File: src/rtl/sps_pkg.sv
// Shared types, codes and constants of the stepper phase sequencer.
package sps_pkg;

   // Default timing base: ticks of elapsed_us per second
   localparam int unsigned TICKS_PER_SECOND_DEF = 1000000;

   // Configuration port geometry
   localparam int unsigned CSR_IDX_W  = 3;
   localparam int unsigned CSR_DATA_W = 32;

   // Configuration register indexes
   localparam logic [CSR_IDX_W-1:0] CSR_FULL_PAT  = 3'd0;
   localparam logic [CSR_IDX_W-1:0] CSR_HALF_PAT  = 3'd1;
   localparam logic [CSR_IDX_W-1:0] CSR_ANGLE_NUM = 3'd2;
   localparam logic [CSR_IDX_W-1:0] CSR_ANGLE_DEN = 3'd3;
   localparam logic [CSR_IDX_W-1:0] CSR_RATE_MIN  = 3'd4;
   localparam logic [CSR_IDX_W-1:0] CSR_RATE_MAX  = 3'd5;

   // Configuration reset values
   localparam logic [15:0] FULL_PAT_RST  = 16'h0000;
   localparam logic [31:0] HALF_PAT_RST  = 32'h0000_0000;
   localparam logic [7:0]  ANGLE_NUM_RST = 8'd15;
   localparam logic [7:0]  ANGLE_DEN_RST = 8'd2;
   localparam logic [15:0] RATE_MIN_RST  = 16'd1;
   localparam logic [15:0] RATE_MAX_RST  = 16'd65535;

   // Command codes
   localparam logic [2:0] FUNC_TICK      = 3'd0;
   localparam logic [2:0] FUNC_RUN_STEPS = 3'd1;
   localparam logic [2:0] FUNC_RUN_DEG   = 3'd2;
   localparam logic [2:0] FUNC_RUN_SEC   = 3'd3;
   localparam logic [2:0] FUNC_STOP      = 3'd4;

   // Direction and excitation codes
   localparam logic [7:0] DIR_CW    = 8'd0;
   localparam logic [7:0] DIR_CCW   = 8'd1;
   localparam logic [7:0] EXC_FULL  = 8'd0;
   localparam logic [7:0] EXC_HALF  = 8'd1;

   // Input item
   typedef struct packed {
      logic [2:0]  func;
      logic [15:0] elapsed_us;
      logic [15:0] step_rate;
      logic [15:0] amount;
      logic [7:0]  direction;
      logic [7:0]  excitation;
   } req_type;

   // Result item
   typedef struct packed {
      logic [3:0]  coil_pins;
      logic        accepted;
      logic        running;
      logic [31:0] steps_done;
   } rsp_type;

   // Shared arithmetic unit
   localparam int unsigned UNIT_A_W = 32;
   localparam int unsigned UNIT_B_W = 16;
   localparam int unsigned UNIT_P_W = UNIT_A_W + UNIT_B_W;

   typedef enum logic {
      OP_MUL,
      OP_DIV
   } unit_op_type;

   typedef struct packed {
      logic                start;
      unit_op_type         op;
      logic [UNIT_A_W-1:0] opa;
      logic [UNIT_B_W-1:0] opb;
   } unit_req_type;

   typedef struct packed {
      logic                done;
      logic [UNIT_P_W-1:0] result;
   } unit_rsp_type;

endpackage

File: src/rtl/stepper_phase_sequencer.sv
// Top level of the stepper coil phase sequencer.
//
// Usage: items arrive on req_* (valid/ready). func selects a tick (adds elapsed_us
// to the time accumulator and may drive one step), a run by steps, degrees or
// seconds, or a stop. Every item gives exactly one result on rsp_* (valid/ready):
// the coil levels, whether the command was accepted, the running flag and the
// step count of the current run, all as they stand after the item.
// Registers are written on csr_* (enable, index, data); the user must do so only
// while the block is idle, which the block itself does not enforce. One item at
// a time; req_ready is high only in the idle state. Stops, unknown codes,
// rejected runs, runs by steps, runs by degrees with a zero angle numerator and
// ticks while stopped go straight to the done state. A tick while running and a
// run by seconds each use one 16-bit shift-add multiply. A run by degrees uses a
// 16-bit multiply then a 32-step restoring divide, both on the one shared unit.
// A finished result waits in the output register; the next item may already
// be accepted, but its result is held back until that register is taken.
// Reset (synchronous) stops the motor, drives all coils low and loads the
// register defaults.
module stepper_phase_sequencer #(
   parameter int unsigned TICKS_PER_SECOND = sps_pkg::TICKS_PER_SECOND_DEF
) (
   input  logic                             clock,
   input  logic                             reset,
   input  logic                             req_valid,
   output logic                             req_ready,
   input  sps_pkg::req_type                 req_data,
   output logic                             rsp_valid,
   input  logic                             rsp_ready,
   output sps_pkg::rsp_type                 rsp_data,
   input  logic                             csr_we,
   input  logic [sps_pkg::CSR_IDX_W-1:0]    csr_index,
   input  logic [sps_pkg::CSR_DATA_W-1:0]   csr_wdata
);

   localparam logic [sps_pkg::UNIT_P_W-1:0] TPS_LIMIT =
      sps_pkg::UNIT_P_W'(TICKS_PER_SECOND);

   typedef enum logic [3:0] {
      ST_IDLE,
      ST_TICK_GO,
      ST_TICK_WAIT,
      ST_SEC_GO,
      ST_SEC_WAIT,
      ST_DEG_MUL_GO,
      ST_DEG_MUL_WAIT,
      ST_DEG_DIV_GO,
      ST_DEG_DIV_WAIT,
      ST_DONE
   } state_type;

   // Configuration registers
   logic [15:0] full_pat_ff;
   logic [31:0] half_pat_ff;
   logic [7:0]  angle_num_ff;
   logic [7:0]  angle_den_ff;
   logic [15:0] rate_min_ff;
   logic [15:0] rate_max_ff;

   // Sequencer and motor state
   state_type        state_ff, state_in;
   logic             running_ff, running_in;
   logic [2:0]       phase_ff, phase_in;
   logic             half_ff, half_in;
   logic             ccw_ff, ccw_in;
   logic [31:0]      target_ff, target_in;
   logic [31:0]      count_ff, count_in;
   logic [31:0]      tacc_ff, tacc_in;
   logic [3:0]       pins_ff, pins_in;
   logic [15:0]      freq_ff, freq_in;
   logic [15:0]      amount_ff, amount_in;
   logic             ok_ff, ok_in;
   logic             rsp_valid_ff, rsp_valid_in;
   sps_pkg::rsp_type rsp_data_ff, rsp_data_in;

   sps_pkg::unit_req_type unit_req;
   sps_pkg::unit_rsp_type unit_rsp;

   logic [32:0] tacc_sum;
   logic        run_ok;
   logic        req_half;
   logic        req_ccw;
   logic [2:0]  phase_base;
   logic [2:0]  phase_pre;

   // Phase moves, wrapping at 4 or 8
   function automatic logic [2:0] phase_up(input logic [2:0] p, input logic half);
      logic [3:0] nxt;
      logic [3:0] lim;
      nxt = {1'b0, p} + 4'd1;
      lim = half ? 4'd8 : 4'd4;
      return (nxt >= lim) ? 3'd0 : nxt[2:0];
   endfunction

   function automatic logic [2:0] phase_down(input logic [2:0] p, input logic half);
      logic [2:0] top;
      top = half ? 3'd7 : 3'd3;
      return (p == 3'd0) ? top : p - 3'd1;
   endfunction

   // Configuration writes
   always_ff @(posedge clock) begin
      if (reset) begin
         full_pat_ff  <= sps_pkg::FULL_PAT_RST;
         half_pat_ff  <= sps_pkg::HALF_PAT_RST;
         angle_num_ff <= sps_pkg::ANGLE_NUM_RST;
         angle_den_ff <= sps_pkg::ANGLE_DEN_RST;
         rate_min_ff  <= sps_pkg::RATE_MIN_RST;
         rate_max_ff  <= sps_pkg::RATE_MAX_RST;
      end else if (csr_we) begin
         unique case (csr_index)
            sps_pkg::CSR_FULL_PAT:  full_pat_ff  <= csr_wdata[15:0];
            sps_pkg::CSR_HALF_PAT:  half_pat_ff  <= csr_wdata[31:0];
            sps_pkg::CSR_ANGLE_NUM: angle_num_ff <= csr_wdata[7:0];
            sps_pkg::CSR_ANGLE_DEN: angle_den_ff <= csr_wdata[7:0];
            sps_pkg::CSR_RATE_MIN:  rate_min_ff  <= csr_wdata[15:0];
            sps_pkg::CSR_RATE_MAX:  rate_max_ff  <= csr_wdata[15:0];
            default: ;
         endcase
      end
   end

   // Command decode helpers
   always_comb begin
      tacc_sum   = {1'b0, tacc_ff} + {17'd0, req_data.elapsed_us};
      req_half   = (req_data.excitation == sps_pkg::EXC_HALF);
      req_ccw    = (req_data.direction == sps_pkg::DIR_CCW);
      run_ok     = (req_data.step_rate >= rate_min_ff) &&
                   (req_data.step_rate <= rate_max_ff) &&
                   ((req_data.direction == sps_pkg::DIR_CW) || req_ccw) &&
                   ((req_data.excitation == sps_pkg::EXC_FULL) || req_half);
      // mode change restarts the phase, direction change pre-moves two places
      phase_base = (req_half != half_ff) ? 3'd0 : phase_ff;
      phase_pre  = phase_base;
      if (req_ccw != ccw_ff) begin
         if (req_ccw) begin
            phase_pre = phase_down(phase_down(phase_base, req_half), req_half);
         end else begin
            phase_pre = phase_up(phase_up(phase_base, req_half), req_half);
         end
      end
   end

   // Sequencer next state
   always_comb begin
      state_in     = state_ff;
      running_in   = running_ff;
      phase_in     = phase_ff;
      half_in      = half_ff;
      ccw_in       = ccw_ff;
      target_in    = target_ff;
      count_in     = count_ff;
      tacc_in      = tacc_ff;
      pins_in      = pins_ff;
      freq_in      = freq_ff;
      amount_in    = amount_ff;
      ok_in        = ok_ff;
      rsp_data_in  = rsp_data_ff;
      rsp_valid_in = rsp_valid_ff && !rsp_ready;
      unit_req     = '{start: 1'b0, op: sps_pkg::OP_MUL, opa: '0, opb: '0};

      unique case (state_ff)
         ST_IDLE: begin
            if (req_valid) begin
               amount_in = req_data.amount;
               ok_in     = 1'b0;
               state_in  = ST_DONE;
               unique case (req_data.func) inside
                  sps_pkg::FUNC_TICK: begin
                     ok_in   = 1'b1;
                     tacc_in = tacc_sum[32] ? '1 : tacc_sum[31:0];
                     if (running_ff) begin
                        state_in = ST_TICK_GO;
                     end
                  end
                  sps_pkg::FUNC_STOP: begin
                     ok_in      = 1'b1;
                     running_in = 1'b0;
                     tacc_in    = '0;
                     phase_in   = '0;
                     count_in   = '0;
                     pins_in    = '0;
                  end
                  sps_pkg::FUNC_RUN_STEPS, sps_pkg::FUNC_RUN_DEG,
                  sps_pkg::FUNC_RUN_SEC: begin
                     if (run_ok) begin
                        ok_in      = 1'b1;
                        freq_in    = req_data.step_rate;
                        ccw_in     = req_ccw;
                        half_in    = req_half;
                        count_in   = '0;
                        running_in = 1'b1;
                        if (req_data.func == sps_pkg::FUNC_RUN_SEC) begin
                           tacc_in  = '0;
                           phase_in = '0;
                           pins_in  = '0;
                           state_in = ST_SEC_GO;
                        end else begin
                           phase_in = phase_pre;
                           if (req_data.func == sps_pkg::FUNC_RUN_STEPS) begin
                              target_in = {16'd0, req_data.amount};
                           end else if (angle_num_ff == '0) begin
                              target_in = (req_data.amount == '0) ? '0 : '1;
                           end else begin
                              state_in = ST_DEG_MUL_GO;
                           end
                        end
                     end
                  end
                  default: ;
               endcase
            end
         end

         // accumulated time times rate against one second
         ST_TICK_GO: begin
            unit_req = '{start: 1'b1, op: sps_pkg::OP_MUL, opa: tacc_ff, opb: freq_ff};
            state_in = ST_TICK_WAIT;
         end
         ST_TICK_WAIT: begin
            if (unit_rsp.done) begin
               state_in = ST_DONE;
               if (unit_rsp.result >= TPS_LIMIT) begin
                  if ((target_ff != '0) && (count_ff >= target_ff)) begin
                     running_in = 1'b0;
                     tacc_in    = '0;
                     phase_in   = '0;
                     count_in   = '0;
                     pins_in    = '0;
                  end else begin
                     pins_in  = half_ff ? half_pat_ff[{phase_ff, 2'b00} +: 4]
                                        : full_pat_ff[{phase_ff[1:0], 2'b00} +: 4];
                     phase_in = ccw_ff ? phase_down(phase_ff, half_ff)
                                       : phase_up(phase_ff, half_ff);
                     count_in = count_ff + 32'd1;
                     tacc_in  = '0;
                  end
               end
            end
         end

         // run by seconds: target is amount times rate
         ST_SEC_GO: begin
            unit_req = '{start: 1'b1, op: sps_pkg::OP_MUL,
                         opa: {16'd0, amount_ff}, opb: freq_ff};
            state_in = ST_SEC_WAIT;
         end
         ST_SEC_WAIT: begin
            if (unit_rsp.done) begin
               target_in = unit_rsp.result[31:0];
               state_in  = ST_DONE;
            end
         end

         // run by degrees: amount * den * m / num
         ST_DEG_MUL_GO: begin
            unit_req = '{start: 1'b1, op: sps_pkg::OP_MUL,
                         opa: {16'd0, amount_ff}, opb: {8'd0, angle_den_ff}};
            state_in = ST_DEG_MUL_WAIT;
         end
         ST_DEG_MUL_WAIT: begin
            if (unit_rsp.done) begin
               state_in = ST_DEG_DIV_GO;
            end
         end
         ST_DEG_DIV_GO: begin
            unit_req = '{start: 1'b1, op: sps_pkg::OP_DIV,
                         opa: half_ff ? {unit_rsp.result[30:0], 1'b0}
                                      : unit_rsp.result[31:0],
                         opb: {8'd0, angle_num_ff}};
            state_in = ST_DEG_DIV_WAIT;
         end
         ST_DEG_DIV_WAIT: begin
            if (unit_rsp.done) begin
               target_in = unit_rsp.result[31:0];
               state_in  = ST_DONE;
            end
         end

         // load the output register once it is free
         ST_DONE: begin
            if (!rsp_valid_ff || rsp_ready) begin
               rsp_data_in  = '{coil_pins: pins_ff, accepted: ok_ff,
                                running: running_ff, steps_done: count_ff};
               rsp_valid_in = 1'b1;
               state_in     = ST_IDLE;
            end
         end
         default: state_in = ST_IDLE;
      endcase
   end

   // State and registered outputs
   always_ff @(posedge clock) begin
      if (reset) begin
         state_ff     <= ST_IDLE;
         running_ff   <= 1'b0;
         phase_ff     <= '0;
         half_ff      <= 1'b0;
         ccw_ff       <= 1'b0;
         target_ff    <= '0;
         count_ff     <= '0;
         tacc_ff      <= '0;
         pins_ff      <= '0;
         freq_ff      <= '0;
         rsp_valid_ff <= 1'b0;
      end else begin
         state_ff     <= state_in;
         running_ff   <= running_in;
         phase_ff     <= phase_in;
         half_ff      <= half_in;
         ccw_ff       <= ccw_in;
         target_ff    <= target_in;
         count_ff     <= count_in;
         tacc_ff      <= tacc_in;
         pins_ff      <= pins_in;
         freq_ff      <= freq_in;
         rsp_valid_ff <= rsp_valid_in;
      end
      amount_ff   <= amount_in;
      ok_ff       <= ok_in;
      rsp_data_ff <= rsp_data_in;
   end

   sps_shift_unit u_shift_unit (
      .clock    (clock),
      .reset    (reset),
      .unit_req (unit_req),
      .unit_rsp (unit_rsp)
   );

   assign req_ready = (state_ff == ST_IDLE);
   assign rsp_valid = rsp_valid_ff;
   assign rsp_data  = rsp_data_ff;

   // Checks

   // the shared unit only finishes while the sequencer waits on it
   a_unit_done_waited: assert property (@(posedge clock) disable iff (reset)
      unit_rsp.done |-> (state_ff == ST_TICK_WAIT || state_ff == ST_SEC_WAIT ||
                         state_ff == ST_DEG_MUL_WAIT || state_ff == ST_DEG_DIV_WAIT))
      else $error("shift unit done outside a wait state");

   // coils are released whenever the motor is stopped
   a_idle_coils_low: assert property (@(posedge clock) disable iff (reset)
      !running_ff |-> (pins_ff == 4'd0))
      else $error("coils driven while stopped");

   // full-step phase stays within four places
   a_full_phase_range: assert property (@(posedge clock) disable iff (reset)
      !half_ff |-> (phase_ff[2] == 1'b0))
      else $error("full-step phase out of range");

   // a bounded run never counts past its target
   a_count_bounded: assert property (@(posedge clock) disable iff (reset)
      (target_ff != 32'd0) |-> (count_ff <= target_ff))
      else $error("step count beyond target");

endmodule

File: src/rtl/sps_shift_unit.sv
// Shared bit-serial multiplier and restoring divider of the phase sequencer.
module sps_shift_unit (
   input  logic                  clock,
   input  logic                  reset,
   input  sps_pkg::unit_req_type unit_req,
   output sps_pkg::unit_rsp_type unit_rsp
);

   localparam int unsigned A_W      = sps_pkg::UNIT_A_W;
   localparam int unsigned B_W      = sps_pkg::UNIT_B_W;
   localparam int unsigned P_W      = sps_pkg::UNIT_P_W;
   localparam int unsigned DIVS_W   = 8;
   localparam int unsigned CNT_W    = $clog2(A_W);
   localparam logic [CNT_W-1:0] MUL_LAST = CNT_W'(B_W - 1);
   localparam logic [CNT_W-1:0] DIV_LAST = CNT_W'(A_W - 1);

   sps_pkg::unit_op_type op_ff, op_in;
   logic              busy_ff, busy_in;
   logic              done_ff, done_in;
   logic [CNT_W-1:0]  cnt_ff, cnt_in;
   logic [P_W-1:0]    prod_ff, prod_in;
   logic [P_W-1:0]    mcand_ff, mcand_in;
   logic [B_W-1:0]    mplier_ff, mplier_in;
   logic [DIVS_W-1:0] rem_ff, rem_in;

   logic [DIVS_W:0]   trial;
   logic [DIVS_W:0]   diff;
   logic              ge;

   // One multiply bit or one quotient bit per cycle
   always_comb begin
      op_in     = op_ff;
      busy_in   = busy_ff;
      done_in   = 1'b0;
      cnt_in    = cnt_ff;
      prod_in   = prod_ff;
      mcand_in  = mcand_ff;
      mplier_in = mplier_ff;
      rem_in    = rem_ff;

      // divisor sits in the low bits of the multiplier register
      trial = {rem_ff, prod_ff[A_W-1]};
      ge    = (trial >= {1'b0, mplier_ff[DIVS_W-1:0]});
      diff  = trial - {1'b0, mplier_ff[DIVS_W-1:0]};

      if (unit_req.start) begin
         op_in     = unit_req.op;
         busy_in   = 1'b1;
         mplier_in = unit_req.opb;
         rem_in    = '0;
         if (unit_req.op == sps_pkg::OP_MUL) begin
            cnt_in   = MUL_LAST;
            prod_in  = '0;
            mcand_in = {{B_W{1'b0}}, unit_req.opa};
         end else begin
            cnt_in  = DIV_LAST;
            prod_in = {{B_W{1'b0}}, unit_req.opa};
         end
      end else if (busy_ff) begin
         if (op_ff == sps_pkg::OP_MUL) begin
            if (mplier_ff[0]) begin
               prod_in = prod_ff + mcand_ff;
            end
            mcand_in  = {mcand_ff[P_W-2:0], 1'b0};
            mplier_in = {1'b0, mplier_ff[B_W-1:1]};
         end else begin
            rem_in  = ge ? diff[DIVS_W-1:0] : trial[DIVS_W-1:0];
            prod_in = {{B_W{1'b0}}, prod_ff[A_W-2:0], ge};
         end
         cnt_in = cnt_ff - 1'b1;
         if (cnt_ff == '0) begin
            busy_in = 1'b0;
            done_in = 1'b1;
         end
      end
   end

   always_ff @(posedge clock) begin
      if (reset) begin
         busy_ff <= 1'b0;
         done_ff <= 1'b0;
      end else begin
         busy_ff <= busy_in;
         done_ff <= done_in;
      end
      op_ff     <= op_in;
      cnt_ff    <= cnt_in;
      prod_ff   <= prod_in;
      mcand_ff  <= mcand_in;
      mplier_ff <= mplier_in;
      rem_ff    <= rem_in;
   end

   assign unit_rsp = '{done: done_ff, result: prod_ff};

endmodule

File: config.mk
export PLATFORM = sky130hd
export DESIGN_NAME = stepper_phase_sequencer
export DESIGN_NICKNAME = d
export VERILOG_FILES = /design/src/rtl/sps_pkg.sv /design/src/rtl/stepper_phase_sequencer.sv /design/src/rtl/sps_shift_unit.sv
export SDC_FILE = /design/constraint.sdc
export NUM_CORES = 1
export LEC_CHECK = 0
export BUFFER_PORTS_ARGS = -buffer_cell sky130_fd_sc_hd__buf_2
export CAP_MARGIN = 20
export CORE_MARGIN = 3
export CORE_UTILIZATION = 36
export DETAILED_ROUTE_END_ITERATION = 10
export SETUP_SLACK_MARGIN = 0.15
export SYNTH_ARGS = -nofsm -noshare
export SYNTH_HDL_FRONTEND = slang
export SYNTH_HIERARCHICAL = 1
export SYNTH_SLANG_ARGS = --single-unit
export TNS_END_PERCENT = 50
File: constraint.sdc
create_clock -name clock -period 4.3 [get_ports clock]
set_input_delay 0.43 -clock clock [delete_from_list [all_inputs] [get_ports clock]]
set_output_delay 0.43 -clock clock [all_outputs]
set_load 0.01 [all_outputs]
==> flow_metrics.env, run 1 <==
export IMPL_status="finished clean"
export IMPL_antenna_found_initial=12
export IMPL_clock_latency_ns=0.61
export IMPL_rsz0062_at_grt="false"
export IMPL_cts_tree="done"
export IMPL_fmax_mhz=260
export IMPL_min_period_ns=3.85
export IMPL_final_nets=3047
export IMPL_critPathKind="flip-flop to flip-flop"
export IMPL_r2r_end="count_ff[12]"
export IMPL_gp_congestion=0.909
export IMPL_h_tree_depth=2
export IMPL_layout_drive_gt1_share_pct=13.5
export IMPL_r2r_start="rate_min_ff[0]"
export IMPL_synth_edf_count=173
export IMPL_synth_area_per_cell_um2=8.99
export IMPL_cp_arrival_ns=4.33
export IMPL_die_x_um=265
export IMPL_cts_resized=0
export IMPL_clkSinkCount=406
export IMPL_yosys_cell_count_top_type="nand2_1"
export IMPL_clockBufferDepth=3
export IMPL_hold_path_class="input pin to flip-flop"
export IMPL_grt_pass1_wl_um=112000
export IMPL_dp_hpwl_um=51600
export IMPL_postCtsSetupBuffers=0
export IMPL_design_die_area_um2=70000
export IMPL_critPathCaptureType="flip-flop"
export IMPL_finalSetupViolCount=0
export IMPL_gr_total_overflow=0
export IMPL_clk_pin_slew_ns=0.06
export IMPL_synth_top_cell_by_area="edfxtp_1"
export IMPL_critPathMaxStageDelay_ns=0.61
export IMPL_ys_types=96
export IMPL_tns_ns=0
export IMPL_portBuffers=146
export IMPL_cp_max_fo=15
export IMPL_start_kind="flip-flop"
export IMPL_cpMaxStageDelayCell="a2111oi_0"
export IMPL_cts_root_buf="clkbuf_16"
export IMPL_final_antenna_net_count=0
export IMPL_final_cells=3696
export IMPL_chipHeight_um=265
export IMPL_synthesis_nets=2936
export IMPL_core_um2=66000
export IMPL_synth_area_leaders="edfxtp_1 (22%), dfxtp_1 (19%), ha_1 (7.9%)"
export IMPL_vdd_drop_max_v=0.000365
export IMPL_grt_pass1_vias=20148
export IMPL_power_density_nw_per_um2=645
export IMPL_route_detailed_drc=0
export IMPL_slew_headroom_pct=34.7
export IMPL_drtIter0Drc=1766
export IMPL_min_path_cells=3
export IMPL_synth_commonest_cells="nand2_1 (399), a21oi_1 (241), dfxtp_1 (233)"
export IMPL_ctsHoldBuffers=0
export IMPL_crit_chain="ha_1, nand2b_1, a2111oi_0, o311ai_0, a221o_1, o2111a_2, o31ai_4, nor2_1, nor4_1"
export IMPL_drt_pass1_iter_count=5
export IMPL_hold_end="half_pat_ff[18]"
export IMPL_max_slew_worst_pin_slew_ns=0.974
export IMPL_viasPerCell=5.62
export IMPL_ys_seq_elements=406
export IMPL_ys_warn_count=6
export IMPL_synth_cells=2675
export IMPL_async_reset_ff_share_pct=0
export IMPL_hold_violations=0
export IMPL_min_delay_start="csr_wdata[18]"
export IMPL_start_util_pct=36.5
export IMPL_wirelength_um=70600
export IMPL_ioPinCount=147
export IMPL_max_cap_violations=0
export IMPL_synthFlopType="dfxtp_1"
export IMPL_critPathBufInv=0
export IMPL_leakagePower_nw=10.2
export IMPL_vias=20769
export IMPL_netlist_area_leader_share_pct=21.6
export IMPL_cts_buffers_inserted=48
export IMPL_synth_area_um2=24100
export IMPL_placed_cells=3596
export IMPL_wire_per_inst_um=19.1
export IMPL_cp_required_ns=4.78
export IMPL_grt_total_usage_pct=19.7
export IMPL_post_route_period_util_pct=89.5
export IMPL_slew_viol_final=0
export IMPL_cp_top_family="compound AO/OA/AOI/OAI gates"
export IMPL_grt_max_degree=92
export IMPL_rr_worst_depth=9
export IMPL_finClkSkew_ns=0.0307
export IMPL_rrSetupSlack_ns=0.45
export IMPL_fp_row_count=94
export IMPL_syn_to_final_growth_pct=14.2
export IMPL_ys_seq_area_share_pct=41.0
## worst min-delay path, delay by kind of cell
family                 cells  cell delay [ns]
and+or+nand+nor            1             0.04
buffers and inverters      1             0.10
AOI/OAI and AO/OA          1             0.05
## power by group
| part | leakage [nW] | switching (mW) | internal (mW) |
|---|---|---|---|
| logic | 5.93 | 4.66 | 2.95 |
| clock network | 0.801 | 1.70 | 2.53 |
| registers | 3.50 | 0.718 | 5.17 |
## layout make-up
type | count | area [um2]
clock inverter | 25 | 282
antenna | 7 | 17.5
clock buffer | 64 | 1360
fill | 6464 | 38500
tap | 864 | 1080
multi-input combinational | 1991 | 13100
timing repair buffer | 200 | 1220
inverter | 139 | 522
sequential | 406 | 9860
## layout by cell type, fill, tap and decap left out, types with 48 or more instances in the layout
| master | instances |
|---|---|
| dfxtp_1 | 232 |
| a211oi_1 | 48 |
| inv_1 | 136 |
| edfxtp_1 | 173 |
| ha_1 | 151 |
| buf_2 | 145 |
| nand2_1 | 399 |
| nor2_1 | 188 |
| a21oi_1 | 241 |
| mux2i_1 | 84 |
| clkbuf_16 | 52 |
| buf_4 | 48 |
| o21ai_0 | 149 |
| nand3_1 | 68 |
## routing by layer
metal / GRT usage (%) / vias up / wire length [um]
li1: - / 10002 / -
met1: 26.2 / 10039 / 31200
met2: 33.0 / 617 / 33400
met3: 3.84 / 101 / 4490
met4: 4.84 / 10 / 1490
met5: 0 / - / 73
## worst max-delay path by stage
stage,to,startpoint,slack [ns],cells past startpoint
3_5_place_dp,phase_ff[0],req_data[1],0.09,19
6_report,count_ff[12],rate_min_ff[0],0.45,9
3_3_place_gp,phase_ff[0],req_data[1],0.16,19
4_1_cts,phase_ff[0],half_ff,0.56,19
2_1_floorplan,u_shift_unit/prod_ff[0],state_ff[0],0.13,8
5_1_grt,phase_ff[0],half_ff,0.19,19
## through the flow
stage / power (mW) / instance area (um2) / hold slack (ns) / util (%) / setup slack [ns]
3_3_place_gp: 13.3 / 25700 / 0.432 / 39.0 / 0.157
2_1_floorplan: 11.3 / 24100 / 0.400 / - / 0.132
3_5_place_dp: 13.4 / 25700 / 0.428 / 39.0 / 0.0866
4_1_cts: 17.8 / 27400 / 0.0442 / 41.5 / 0.563
5_1_grt: 18.9 / 27500 / 0.0620 / 41.6 / 0.187
6_report: 17.7 / 27500 / 0.0654 / 41.6 / 0.453
## flip-flops by register name (all words and copies together) (netlist names), 5 cells and up
register,cells
freq_ff,16
full_pat_ff,16
u_shift_unit/mcand_ff,48
u_shift_unit/prod_ff,48
rate_min_ff,16
tacc_ff,32
u_shift_unit/cnt_ff,5
angle_num_ff,8
target_ff,32
amount_ff,16
angle_den_ff,8
rsp_data,38
rate_max_ff,16
u_shift_unit/rem_ff,8
half_pat_ff,32
u_shift_unit/mplier_ff,16
count_ff,32
## cell families after synthesis
kind of cell / share of synthesized area (%)
and+or+nand+nor: 17.9
xor gates and xnor gates: 2.29
DFF: 41.0
adders and majority gates: 8.14
muxes: 6.49
AOI/OAI and AO/OA: 19.5
buffers and inverters: 4.65
(Power assumes the default switching activity.)
==> run 2, diff against run 1 <==
--- a/config.mk
+++ b/config.mk
@@ -10,6 +10,7 @@
 export CORE_MARGIN = 3
 export CORE_UTILIZATION = 36
 export DETAILED_ROUTE_END_ITERATION = 10
+export REMOVE_ABC_BUFFERS = 1
 export SETUP_SLACK_MARGIN = 0.15
 export SYNTH_ARGS = -nofsm -noshare
 export SYNTH_HDL_FRONTEND = slang
==> run 2 against run 1 <==
Effect of this change:
- cell count decreased by 0.32%
- sequential power about the same
- non-clock buffer count decreased by 1
- power decreased by 1.8%
- first-iteration DRC count decreased by 8.0%
- via count decreased by 0.64%
- clock-buffer cell count increased by 6
- sequential share of layout area increased by 0.28 points
- flip-flop and latch count unchanged
- utilization decreased by 0.33 points
- hold slack improved by 0.016 ns
- maximum frequency increased by 4.6%
==> flow_metrics.env, run 2 (synthesized netlist as in run 1, its figures left out) <==
export IMPL_cpMaxStageDelayCell="edfxtp_1"
export IMPL_cts_buffers_inserted=46
export IMPL_postPlaceCellArea_um2=25800
export IMPL_power_density_nw_per_um2=638
export IMPL_post_route_period_util_pct=85.6
export IMPL_fp_row_count=94
export IMPL_final_common_cell="nand2_1"
export IMPL_start_kind="flip-flop"
export IMPL_h_tree_depth=2
export IMPL_pwr_share_clk_pct=22.3
export IMPL_drtIter0Drc=1625
export IMPL_fin_area_um2=27300
export IMPL_finClkSkew_ns=0.0228
export IMPL_max_cap_violations=0
export IMPL_finalSetupViolCount=0
export IMPL_cp_required_ns=4.72
export IMPL_p_int_mw=10.4
export IMPL_wire_per_inst_um=18.7
export IMPL_cts_resized=0
export IMPL_clockBufferDepth=3
export IMPL_swShare_pct=40.3
export IMPL_critPathBufInv=0
export IMPL_grt_pass1_wl_um=109000
export IMPL_status="finished clean"
export IMPL_p_sw_mw=7.01
export IMPL_whs_ns=0.0815
export IMPL_antenna_cells=0
export IMPL_wirelength_um=68900
export IMPL_critPathCaptureType="flip-flop"
export IMPL_clk_pin_slew_ns=0.06
export IMPL_dp_hpwl_um=50000
export IMPL_syn_to_final_growth_pct=13.3
export IMPL_postCtsSetupBuffers=0
export IMPL_design_die_area_um2=70000
export IMPL_grt_pass1_vias=20078
export IMPL_ctsHoldBuffers=0
export IMPL_slew_viol_final=0
export IMPL_layout_common_cells="nand2_1 (399), a21oi_1 (241), dfxtp_1 (232)"
export IMPL_gr_total_overflow=0
export IMPL_hold_path_class="input pin to flip-flop"
export IMPL_critPathKind="flip-flop to flip-flop"
export IMPL_fmax_mhz=272
export IMPL_multi_input_area_um2=13100
export IMPL_gp_congestion=0.901
export IMPL_viasPerCell=5.60
export IMPL_crit_chain="ha_1, fa_1, a21o_1, a211oi_1, o31a_1, o41a_1, a21oi_1, o21ai_1, o2111ai_1, a31oi_1, mux2i_1"
export IMPL_cts_tree="done"
export IMPL_power_share_sequential_pct=33.7
export IMPL_slew_headroom_pct=29.6
export IMPL_total_power_mw=17.4
export IMPL_cts_root_buf="clkbuf_16"
export IMPL_final_nets=3044
export IMPL_leakagePower_nw=10.1
export IMPL_n_fill_cell=6558
export IMPL_cp_arrival_ns=4.10
export IMPL_die_x_um=265
export IMPL_core_um2=66000
export IMPL_antenna_found_initial=0
export IMPL_chipHeight_um=265
export IMPL_clock_latency_ns=0.58
export IMPL_cp_max_fo=5
export IMPL_max_slew_worst_pin_slew_ns=1.06
export IMPL_critPathMaxStageDelay_ns=0.46
export IMPL_layout_drive_gt1_share_pct=13.2
export IMPL_final_antenna_net_count=0
export IMPL_route_detailed_drc=0
export IMPL_vdd_drop_max_v=0.000420
export IMPL_seq_area_um2=9860
export IMPL_rsz0062_at_grt="false"
export IMPL_start_util_pct=36.5
export IMPL_power_frac_comb_pct=44.0
export IMPL_cp_top_family="compound AO/OA/AOI/OAI gates"
export IMPL_min_period_ns=3.68
export IMPL_vias=20636
export IMPL_grt_max_degree=122
export IMPL_ioPinCount=147
export IMPL_clkSinkCount=406
export IMPL_portBuffers=146
export IMPL_grt_total_usage_pct=19.2
export IMPL_hold_violations=0
export IMPL_drt_pass1_iter_count=6
==> run 2: cell count changes in the layout (fill, tap and decap cells not counted), moves of 2 or more <==
cell	change
inv_16	-2
bufinv_16	-2
clkbuf_1	+8
clkinv_1	-3
clkbuf_16	-5
clkinv_2	-3
diode_2	-7
clkbuf_8	+2
==> run 2: through the flow <==
| step | setup WS (ns) | utilization (%) | setup TNS, ns | std cells |
|---|---|---|---|---|
| after CTS | 0.654 | 41.3 | 0 | 3682 |
| after global routing | 0.274 | 41.3 | 0 | 3684 |
| after floorplan | -4.51 | - | -714.54 | 2536 |
| after global placement | 0.128 | 39.0 | 0 | 3597 |
| after detailed placement | 0.109 | 39.0 | 0 | 3597 |
| final | 0.621 | 41.3 | 0 | 3684 |
==> run 2: worst paths after layout <==
path | start | to | slack [ns] | cells past startpoint
worst max-delay path | u_shift_unit/prod_ff[0] | u_shift_unit/prod_ff[40] | 0.62 | 11
worst min register to register | pins_ff[0] | rsp_data[34] | 0.43 | 0
worst min-delay path | req_data[23] | amount_ff[7] | 0.08 | 1
worst max register to register | u_shift_unit/prod_ff[0] | u_shift_unit/prod_ff[40] | 0.62 | 11
==> run 2: final cells by class <==
| type | instances | share of cell area (%) |
|---|---|---|
| Sequential cell | 406 | 36.2 |
| Inverter | 139 | 1.91 |
| Clock inverter | 15 | 0.564 |
| Timing Repair Buffer | 199 | 4.36 |
| Multi-Input combinational cell | 1991 | 48.2 |
| Clock buffer | 70 | 4.81 |
| Tap cell | 864 | 3.97 |
==> run 2: worst register-to-register path, stage by stage (launching register included) <==
cell and delay [ns]:
edfxtp_1 0.46, ha_1 0.28, fa_1 0.42, a21o_1 0.22, a211oi_1 0.43, o31a_1 0.29
o41a_1 0.25, a21oi_1 0.12, o21ai_1 0.27, o2111ai_1 0.26, a31oi_1 0.29, mux2i_1 0.22
==> run 2: metal layers <==
| metal | wire (um) | vias up | track usage, % |
|---|---|---|---|
| met4 | 2120 | 0 | 6.77 |
| li1 | - | 9990 | - |
| met5 | 0 | - | 0 |
| met1 | 30700 | 9841 | 25.8 |
| met2 | 31200 | 693 | 31.0 |
| met3 | 4880 | 112 | 3.44 |
==> run 2: power groups by stage <==
stage / clock network (mW) / registers (mW) / logic, mW
final: 3.87 / 5.86 / 7.66
after global routing: 4.14 / 5.95 / 8.52
after CTS: 3.99 / 5.85 / 7.60
after detailed placement: 0 / 5.92 / 7.56
after global placement: 0 / 5.91 / 7.44
after floorplan: 0 / 5.75 / 5.49
